[config.mk]
export PLATFORM = sky130hd
export DESIGN_NAME = bitmap_id_allocator
export DESIGN_NICKNAME = d
export VERILOG_FILES = /design/src/rtl/core/bia_pkg.sv /design/src/rtl/core/bitmap_id_allocator.sv /design/src/rtl/core/bia_datapath.sv /design/src/rtl/core/bia_ctrl.sv
export SDC_FILE = /design/constraint.sdc
export NUM_CORES = 2
export LEC_CHECK = 0
export BUFFER_PORTS_ARGS = -buffer_cell sky130_fd_sc_hd__clkbuf_2
export CORE_MARGIN = 2
export CORE_UTILIZATION = 45
export CTS_CLUSTER_DIAMETER = 50
export CTS_CLUSTER_SIZE = 30
export DETAILED_ROUTE_END_ITERATION = 6
export PLACE_DENSITY = 0.69
export SYNTH_ARGS = -nofsm -noshare
export SYNTH_HDL_FRONTEND = slang
export SYNTH_SLANG_ARGS = --single-unit
export TNS_END_PERCENT = 20
[constraint.sdc]
create_clock -name clk -period 9.5 [get_ports clk]
set_input_delay 0.475 -clock clk [delete_from_list [all_inputs] [get_ports clk]]
set_output_delay 0.475 -clock clk [all_outputs]
set_load 0.02 [all_outputs]
[src/rtl/core/bia_pkg.sv]
`timescale 1ns / 1ps

package bia_pkg;

	localparam int WORD_BITS = 32;
	localparam int NUM_WORDS = 32;
	localparam int TOTAL_IDS = WORD_BITS * NUM_WORDS;

	localparam int ID_W   = 10;
	localparam int MARK_W = 11;
	localparam int BIT_W  = $clog2(WORD_BITS);
	localparam int WORD_W = (NUM_WORDS > 1) ? $clog2(NUM_WORDS) : 1;

	// wide enough for the limit, a word base and the rounded-up word count
	localparam int CNT_RAW = $clog2(TOTAL_IDS + WORD_BITS);
	localparam int CNT_W   = (CNT_RAW > MARK_W) ? CNT_RAW : MARK_W;

	localparam logic [MARK_W-1:0] LIMIT_RESET = MARK_W'(1024);

	localparam logic FUNC_ALLOC = 1'b0;
	localparam logic FUNC_FREE  = 1'b1;

	localparam logic [1:0] STATUS_ALLOC = 2'd0;
	localparam logic [1:0] STATUS_FULL  = 2'd1;
	localparam logic [1:0] STATUS_FREED = 2'd2;

	typedef enum logic [2:0] {
		OP_NONE,
		OP_LOAD,
		OP_UP,
		OP_FREE,
		OP_DOWN
	} dp_op_t;

	typedef struct packed {
		dp_op_t op;
	} dp_cmd_t;

	typedef struct packed {
		logic fin_up;
		logic fin_free;
		logic fin_down;
	} dp_stat_t;

endpackage

[src/rtl/core/bitmap_id_allocator.sv]
`timescale 1ns / 1ps

// Bitmap identifier allocator: allocate returns the lowest free identifier
// below id_limit (status 1 if none), free clears one identifier, and every
// result carries the high-water mark (one plus the highest identifier in
// use). The bitmap is read one word per cycle. An allocate loads the request
// and then examines one word after another, at least one word and at most
// ceil(min(id_limit, 1024) / 32). A free loads the request and clears the bit,
// and, when the top identifier is released, then scans the lower words
// until a set bit is found or word 0 is reached. A new request is taken while the last
// result still waits in the output register; a request stalls only at its
// final step if that result has not been taken yet. Write id_limit only
// while no request is in flight.
module bitmap_id_allocator (
	input  logic                       clk,
	input  logic                       arst_n,
	input  logic                       in_valid,
	output logic                       in_ready,
	input  logic                       func,
	input  logic [bia_pkg::ID_W-1:0]   free_index,
	output logic                       out_valid,
	input  logic                       out_ready,
	output logic [bia_pkg::ID_W-1:0]   granted_id,
	output logic [1:0]                 status,
	output logic [bia_pkg::MARK_W-1:0] high_water,
	input  logic                       cfg_valid,
	output logic                       cfg_ready,
	input  logic [bia_pkg::MARK_W-1:0] cfg_data
);
	import bia_pkg::*;

	logic [MARK_W-1:0] id_limit_q;
	dp_cmd_t           cmd;
	dp_stat_t          stat;

	assign cfg_ready = 1'b1;

	always_ff @(posedge clk or negedge arst_n) begin
		if (!arst_n) begin
			id_limit_q <= LIMIT_RESET;
		end else if (cfg_valid && cfg_ready) begin
			id_limit_q <= cfg_data;
		end
	end

	bia_ctrl u_ctrl (
		.clk       (clk),
		.arst_n    (arst_n),
		.in_valid  (in_valid),
		.in_ready  (in_ready),
		.func      (func),
		.out_valid (out_valid),
		.out_ready (out_ready),
		.stat      (stat),
		.cmd       (cmd)
	);

	bia_datapath u_dp (
		.clk        (clk),
		.arst_n     (arst_n),
		.cmd        (cmd),
		.func       (func),
		.free_index (free_index),
		.id_limit   (id_limit_q),
		.stat       (stat),
		.granted_id (granted_id),
		.status     (status),
		.high_water (high_water)
	);

	a_status_code: assert property (@(posedge clk) disable iff (!arst_n)
		out_valid |-> (status == STATUS_ALLOC || status == STATUS_FULL ||
			status == STATUS_FREED))
		else $error("invalid result status");

	a_mark_range: assert property (@(posedge clk) disable iff (!arst_n)
		out_valid |-> (CNT_W'(high_water) <= CNT_W'(TOTAL_IDS)))
		else $error("high-water mark beyond bitmap");

	a_zero_grant: assert property (@(posedge clk) disable iff (!arst_n)
		(out_valid && status != STATUS_ALLOC) |-> (granted_id == '0))
		else $error("nonzero id on full or free result");

	a_mark_covers: assert property (@(posedge clk) disable iff (!arst_n)
		(out_valid && status == STATUS_ALLOC) |->
			(high_water > MARK_W'(granted_id)))
		else $error("mark does not cover granted id");

endmodule

[src/rtl/core/bia_datapath.sv]
`timescale 1ns / 1ps

module bia_datapath (
	input  logic                      clk,
	input  logic                      arst_n,
	input  bia_pkg::dp_cmd_t          cmd,
	input  logic                      func,
	input  logic [bia_pkg::ID_W-1:0]  free_index,
	input  logic [bia_pkg::MARK_W-1:0] id_limit,
	output bia_pkg::dp_stat_t         stat,
	output logic [bia_pkg::ID_W-1:0]  granted_id,
	output logic [1:0]                status,
	output logic [bia_pkg::MARK_W-1:0] high_water
);
	import bia_pkg::*;

	logic [WORD_BITS-1:0] bitmap_q [NUM_WORDS];
	logic [WORD_W-1:0]    ptr_q;
	logic [ID_W-1:0]      idx_q;
	logic [MARK_W-1:0]    mark_q;
	logic [ID_W-1:0]      granted_q;
	logic [1:0]           status_q;
	logic [MARK_W-1:0]    hw_q;

	logic [CNT_W-1:0]     lim;
	logic [CNT_W-1:0]     nw;
	logic [CNT_W-1:0]     base;
	logic [CNT_W-1:0]     rem;
	logic [WORD_BITS-1:0] word_rd;
	logic [WORD_BITS-1:0] lim_mask;
	logic [WORD_BITS-1:0] free_vec;
	logic [BIT_W-1:0]     lsb;
	logic                 up_hit;
	logic                 up_last;
	logic [CNT_W-1:0]     alloc_id1;

	logic [CNT_W-1:0]     idx_word;
	logic                 in_map;
	logic [WORD_BITS-1:0] bit_sel;
	logic                 rescan;
	logic [WORD_BITS-1:0] cand;
	logic [BIT_W-1:0]     msb;
	logic                 dn_hit;
	logic                 ptr_zero;
	logic [MARK_W-1:0]    dn_mark;

	logic [CNT_W-1:0]     new_word;
	logic                 new_in_map;
	logic [WORD_W-1:0]    new_ptr;

	assign lim = (CNT_W'(id_limit) < CNT_W'(TOTAL_IDS)) ? CNT_W'(id_limit) : CNT_W'(TOTAL_IDS);
	assign nw  = (lim + CNT_W'(WORD_BITS - 1)) >> BIT_W;
	assign base = CNT_W'(ptr_q) << BIT_W;
	assign word_rd = bitmap_q[ptr_q];
	assign rem = (lim > base) ? (lim - base) : '0;
	// identifiers in this word that sit below the limit
	assign lim_mask = (rem >= CNT_W'(WORD_BITS)) ? '1 : ~({WORD_BITS{1'b1}} << rem[BIT_W-1:0]);
	assign free_vec = ~word_rd & lim_mask;

	always_comb begin
		lsb = '0;
		for (int i = WORD_BITS - 1; i >= 0; i--) begin
			if (free_vec[i]) begin
				lsb = BIT_W'(i);
			end
		end
	end

	assign up_hit    = |free_vec;
	assign up_last   = (CNT_W'(ptr_q) + CNT_W'(1)) >= nw;
	assign alloc_id1 = base + CNT_W'(lsb) + CNT_W'(1);

	assign idx_word = CNT_W'(idx_q) >> BIT_W;
	assign in_map   = idx_word < CNT_W'(NUM_WORDS);
	assign bit_sel  = WORD_BITS'(1) << idx_q[BIT_W-1:0];
	assign rescan   = CNT_W'(mark_q) == (CNT_W'(idx_q) + CNT_W'(1));

	// first word of a downward scan only looks below the freed bit
	always_comb begin
		if (in_map && (CNT_W'(ptr_q) == idx_word)) begin
			cand = word_rd & (bit_sel - WORD_BITS'(1));
		end else begin
			cand = word_rd;
		end
	end

	always_comb begin
		msb = '0;
		for (int i = 0; i < WORD_BITS; i++) begin
			if (cand[i]) begin
				msb = BIT_W'(i);
			end
		end
	end

	assign dn_hit   = |cand;
	assign ptr_zero = ptr_q == '0;
	assign dn_mark  = dn_hit ? MARK_W'(base + CNT_W'(msb) + CNT_W'(1)) : '0;

	assign stat.fin_up   = up_hit || up_last;
	assign stat.fin_free = !rescan || dn_hit || ptr_zero;
	assign stat.fin_down = dn_hit || ptr_zero;

	assign new_word   = CNT_W'(free_index) >> BIT_W;
	assign new_in_map = new_word < CNT_W'(NUM_WORDS);
	assign new_ptr    = new_in_map ? new_word[WORD_W-1:0] : WORD_W'(NUM_WORDS - 1);

	always_ff @(posedge clk or negedge arst_n) begin
		if (!arst_n) begin
			for (int i = 0; i < NUM_WORDS; i++) begin
				bitmap_q[i] <= '0;
			end
			ptr_q     <= '0;
			idx_q     <= '0;
			mark_q    <= '0;
			granted_q <= '0;
			status_q  <= STATUS_ALLOC;
			hw_q      <= '0;
		end else begin
			unique case (cmd.op)
				OP_LOAD: begin
					idx_q <= free_index;
					ptr_q <= (func == FUNC_FREE) ? new_ptr : '0;
				end
				OP_UP: begin
					if (up_hit) begin
						bitmap_q[ptr_q] <= word_rd | (WORD_BITS'(1) << lsb);
						granted_q       <= ID_W'(alloc_id1 - CNT_W'(1));
						status_q        <= STATUS_ALLOC;
						if (alloc_id1 > CNT_W'(mark_q)) begin
							mark_q <= MARK_W'(alloc_id1);
							hw_q   <= MARK_W'(alloc_id1);
						end else begin
							hw_q <= mark_q;
						end
					end else if (up_last) begin
						granted_q <= '0;
						status_q  <= STATUS_FULL;
						hw_q      <= mark_q;
					end else begin
						ptr_q <= ptr_q + WORD_W'(1);
					end
				end
				OP_FREE: begin
					if (in_map) begin
						bitmap_q[ptr_q] <= word_rd & ~bit_sel;
					end
					if (!rescan) begin
						granted_q <= '0;
						status_q  <= STATUS_FREED;
						hw_q      <= mark_q;
					end else if (dn_hit || ptr_zero) begin
						mark_q    <= dn_mark;
						granted_q <= '0;
						status_q  <= STATUS_FREED;
						hw_q      <= dn_mark;
					end else begin
						ptr_q <= ptr_q - WORD_W'(1);
					end
				end
				OP_DOWN: begin
					if (dn_hit || ptr_zero) begin
						mark_q    <= dn_mark;
						granted_q <= '0;
						status_q  <= STATUS_FREED;
						hw_q      <= dn_mark;
					end else begin
						ptr_q <= ptr_q - WORD_W'(1);
					end
				end
				default: begin
				end
			endcase
		end
	end

	assign granted_id = granted_q;
	assign status     = status_q;
	assign high_water = hw_q;

endmodule

[src/rtl/core/bia_ctrl.sv]
`timescale 1ns / 1ps

module bia_ctrl (
	input  logic              clk,
	input  logic              arst_n,
	input  logic              in_valid,
	output logic              in_ready,
	input  logic              func,
	output logic              out_valid,
	input  logic              out_ready,
	input  bia_pkg::dp_stat_t stat,
	output bia_pkg::dp_cmd_t  cmd
);
	import bia_pkg::*;

	typedef enum logic [1:0] {
		S_IDLE,
		S_UP,
		S_FREE,
		S_DOWN
	} state_t;

	state_t state_q;
	state_t state_d;
	logic   out_valid_q;
	logic   can_fin;
	logic   fin;

	// a finishing step may only run when the output register is free
	assign can_fin = !out_valid_q || out_ready;

	always_comb begin
		cmd.op  = OP_NONE;
		state_d = state_q;
		fin     = 1'b0;
		unique case (state_q)
			S_IDLE: begin
				if (in_valid) begin
					cmd.op  = OP_LOAD;
					state_d = (func == FUNC_FREE) ? S_FREE : S_UP;
				end
			end
			S_UP: begin
				if (!stat.fin_up) begin
					cmd.op = OP_UP;
				end else if (can_fin) begin
					cmd.op  = OP_UP;
					fin     = 1'b1;
					state_d = S_IDLE;
				end
			end
			S_FREE: begin
				if (!stat.fin_free) begin
					cmd.op  = OP_FREE;
					state_d = S_DOWN;
				end else if (can_fin) begin
					cmd.op  = OP_FREE;
					fin     = 1'b1;
					state_d = S_IDLE;
				end
			end
			S_DOWN: begin
				if (!stat.fin_down) begin
					cmd.op = OP_DOWN;
				end else if (can_fin) begin
					cmd.op  = OP_DOWN;
					fin     = 1'b1;
					state_d = S_IDLE;
				end
			end
			default: begin
				state_d = S_IDLE;
			end
		endcase
	end

	always_ff @(posedge clk or negedge arst_n) begin
		if (!arst_n) begin
			state_q     <= S_IDLE;
			out_valid_q <= 1'b0;
		end else begin
			state_q <= state_d;
			if (fin) begin
				out_valid_q <= 1'b1;
			end else if (out_ready) begin
				out_valid_q <= 1'b0;
			end
		end
	end

	assign in_ready  = state_q == S_IDLE;
	assign out_valid = out_valid_q;

endmodule
==> flow_metrics.env <==
export IMPL_relSlewSlack_pct=11.62
export IMPL_hold_depth=3
export IMPL_overflow=0
export IMPL_timing_final_crit_share_pct=91.90
export IMPL_period_minus_slack_ns=8.730
export IMPL_drv_cap=0
export IMPL_crit_top_cell="o21a_1"
export IMPL_setup_tns_ns=0
export IMPL_root_buffer="clkbuf_16"
export IMPL_place_inst=6364
export IMPL_synth_top_area_share_pct=52.11
export IMPL_diodes=0
export IMPL_crit_fanout=32
export IMPL_gp_congestion=0.9743
export IMPL_clk_latency_ns=0.75
export IMPL_core_area_um2=114700
export IMPL_totalWireLength_um=161900
export IMPL_synth_ff_type="dfrtp_1"
export IMPL_rsz0062_at_grt="no"
export IMPL_synth_cell_types=102
export IMPL_clockBufferDepth=3
export IMPL_area_growth_pct=10.01
export IMPL_worst_pin_slew_ns=1.326
export IMPL_fp_dieH_um=344.4
export IMPL_syn_inst=5136
export IMPL_cts_buffers=101
export IMPL_status="finished, final reports clean"
export IMPL_cts_tree="done"
export IMPL_ys_ff_latch=1087
export IMPL_synth_area_leaders="dfrtp_1 52%, o21ai_0 11%, mux4_2 10%, nand2_1 8.4%, clkbuf_1 2.0%"
export IMPL_first_global_vias=39558
export IMPL_powerDensity_nw_per_um2=277.7
export IMPL_syn_area_um2=52150
export IMPL_grt_start_max_net_pins=180
export IMPL_ioPinCount=53
export IMPL_vdd_drop_max_mv=0.2596
export IMPL_syn_nets=5206
export IMPL_die_x_um=344.4
export IMPL_dp_hpwl_um=98060
export IMPL_grt_util_all_layers_pct=27.76
export IMPL_grt_pass1_wl_um=249600
export IMPL_cp_end_kind="flip-flop"
export IMPL_clkSinkCount=1087
export IMPL_setup_viol=0
export IMPL_dieArea_um2=118600
export IMPL_syn_area_per_cell_um2=10.15
export IMPL_portBuffers=51
export IMPL_nNetsFinal=5035
export IMPL_worstPathRequired_ns=10.10
export IMPL_synth_most_common_cell="nand2_1"
export IMPL_final_cells=6563
export IMPL_worst_path_max_delay_cell="dfstp_2"
export IMPL_finClkSkew_ns=0.06055
export IMPL_cts_setup_buffers=0
export IMPL_rr_worst_depth=34
export IMPL_slew_viol_final=0
export IMPL_critPathArrivalTime_ns=9.33
export IMPL_ant_nets=0
export IMPL_max_freq_ghz=0.1145
export IMPL_drc=0
export IMPL_crit_type="reg2reg"
export IMPL_first_pass_iters=6
export IMPL_drt_iter0_drc=3942
export IMPL_hp_class="in2reg"
export IMPL_hold_violations=0
export IMPL_htree_levels=3
export IMPL_placedInstanceArea_um2=53600
export IMPL_p_leak_nw=24.27
export IMPL_total_power_mw=15.93
export IMPL_synth_warnings=0
export IMPL_synth_top_area_cell="dfrtp_1"
export IMPL_fin_area_um2=57370
export IMPL_whs_ns=0.02612
export IMPL_path_clk_slew_ns=0.08
export IMPL_start_kind="flip-flop"
export IMPL_async_reset_ff_share_pct=100.0
export IMPL_wl_per_cell_um=24.67
export IMPL_layout_drive_gt1_share_pct=14.22
export IMPL_synth_commonest_cells="1,173 x nand2_1, 1,109 x o21ai_0, 1,086 x dfrtp_1"
export IMPL_fillers=10116
export IMPL_antenna_found_initial=0
export IMPL_viasPerCell=6.118
export IMPL_num_vias=40151
export IMPL_fp_row_count=124
export IMPL_ys_seq_area_share_pct=52.16
export IMPL_synth_edf_count=0
export IMPL_crit_path_max_incr_delay_ns=0.90
export IMPL_start_util_pct=45.48
[timing repair]
action	in CTS	in global routing
hold endpoints to repair	128	0
setup endpoints to repair	0	11
hold buffers	10	0
gates resized for setup	0	1
[worst paths after layout]
check                                               startpoint                             end  slack [ns]
worst max-delay path                id_limit_q[10]$_DFFE_PN1P_      u_dp.mark_q[0]$_DFFE_PN0P_        0.77
worst min-delay path                             free_index[2]       u_dp.idx_q[2]$_DFFE_PN0P_        0.03
worst max register to register      id_limit_q[10]$_DFFE_PN1P_      u_dp.mark_q[0]$_DFFE_PN0P_        0.77
worst min register to register  u_dp.bitmap_q[913]$_DFFE_PN0P_  u_dp.bitmap_q[913]$_DFFE_PN0P_        0.48
max in group asynchronous                               arst_n  u_dp.bitmap_q[913]$_DFFE_PN0P_        6.44
min in group asynchronous                               arst_n  u_dp.bitmap_q[906]$_DFFE_PN0P_        0.46
[metal layers]
metal / vias up / part of all wire [%] / global-route usage [%] / wire, um
met5: - / 0 / 0 / 0
met4: 0 / 4.4 / 11.99 / 7147
met3: 367 / 7.5 / 4.723 / 12070
met2: 1630 / 46 / 43.47 / 74740
met1: 20233 / 42 / 38.30 / 67940
li1: 17921 / - / - / -
[worst max-delay path: cells and delay by family (launching register included)]
family / cells / cell delay [ns]
muxes: 2 / 0.38
buffers and inverters: 4 / 0.41
DFF: 1 / 0.90
adders and majority gates: 4 / 1.17
and+or+nand+nor: 5 / 1.47
AOI/OAI and AO/OA: 19 / 4.29
[where the power goes]
group          internal, mW  total, mW  switching (mW)
Sequential             5.10       5.51           0.401
Clock                  2.37       4.43            2.05
Combinational          1.95       6.00            4.05
[area by class of cell]
| cell class | count | area [um2] | area share [%] |
|---|---|---|---|
| clock buffers | 110 | 2623 | 4.571 |
| clock inverters | 79 | 1032 | 1.799 |
| inverters | 53 | 198.9 | 0.3468 |
| multi-input cells | 3547 | 23050 | 40.19 |
| flip-flops and latches | 1087 | 27210 | 47.43 |
| well taps | 1512 | 1892 | 3.298 |
| repair buffers | 175 | 1359 | 2.369 |
[state kept, by name (all words and copies together), names as in the netlist]
name              cells
u_dp.granted_id      10
u_ctrl.out_valid      1
u_dp.idx_q           10
u_ctrl.state_q        2
id_limit_q           11
u_dp.status           2
u_dp.bitmap_q      1024
u_dp.high_water      11
u_dp.mark_q          11
u_dp.ptr_q            5
[placed cells by master (no fill, tap or decap), drive strengths merged, types with 25 or more instances in the layout]
cell type,netlist,layout
nand2,1173,1173
o21ai,1113,1113
dfrtp,1086,1086
mux4,232,232
clkbuf,276,160
a22oi,119,119
buf,173,115
nor2,105,105
inv,51,77
a21oi,73,73
mux2i,51,51
o22ai,44,44
ha,42,42
nor3,35,35
clkinv,2,35
xnor2,34,34
nand4,30,30
nand2b,29,29
nor2b,28,28
a31oi,28,28
nand3,26,26
nor4,25,25
[cells by family (layout without fill, tap and decap cells)]
family	Yosys count	in the layout	share of synthesized area [%]
multiplexers	302	302	11.41
adder cells (fa/ha/maj)	43	43	1.046
other	1	1	0.007191
AND/OR/NAND/NOR	1572	1572	12.93
buffers and inverters	502	417	4.319
XOR/XNOR	45	45	0.7558
flip-flops	1087	1087	52.16
AO/OA/AOI/OAI	1584	1584	17.37
[stage by stage]
stage,setup slack (ns),utilization (%)
after global placement,0.6490,46.75
final,0.7699,50.04
after CTS,0.6026,50.03
after global routing,0.1742,50.04
after floorplan,1.478,-
after detailed placement,0.6439,46.75
Power figures use the tool's default switching activity.
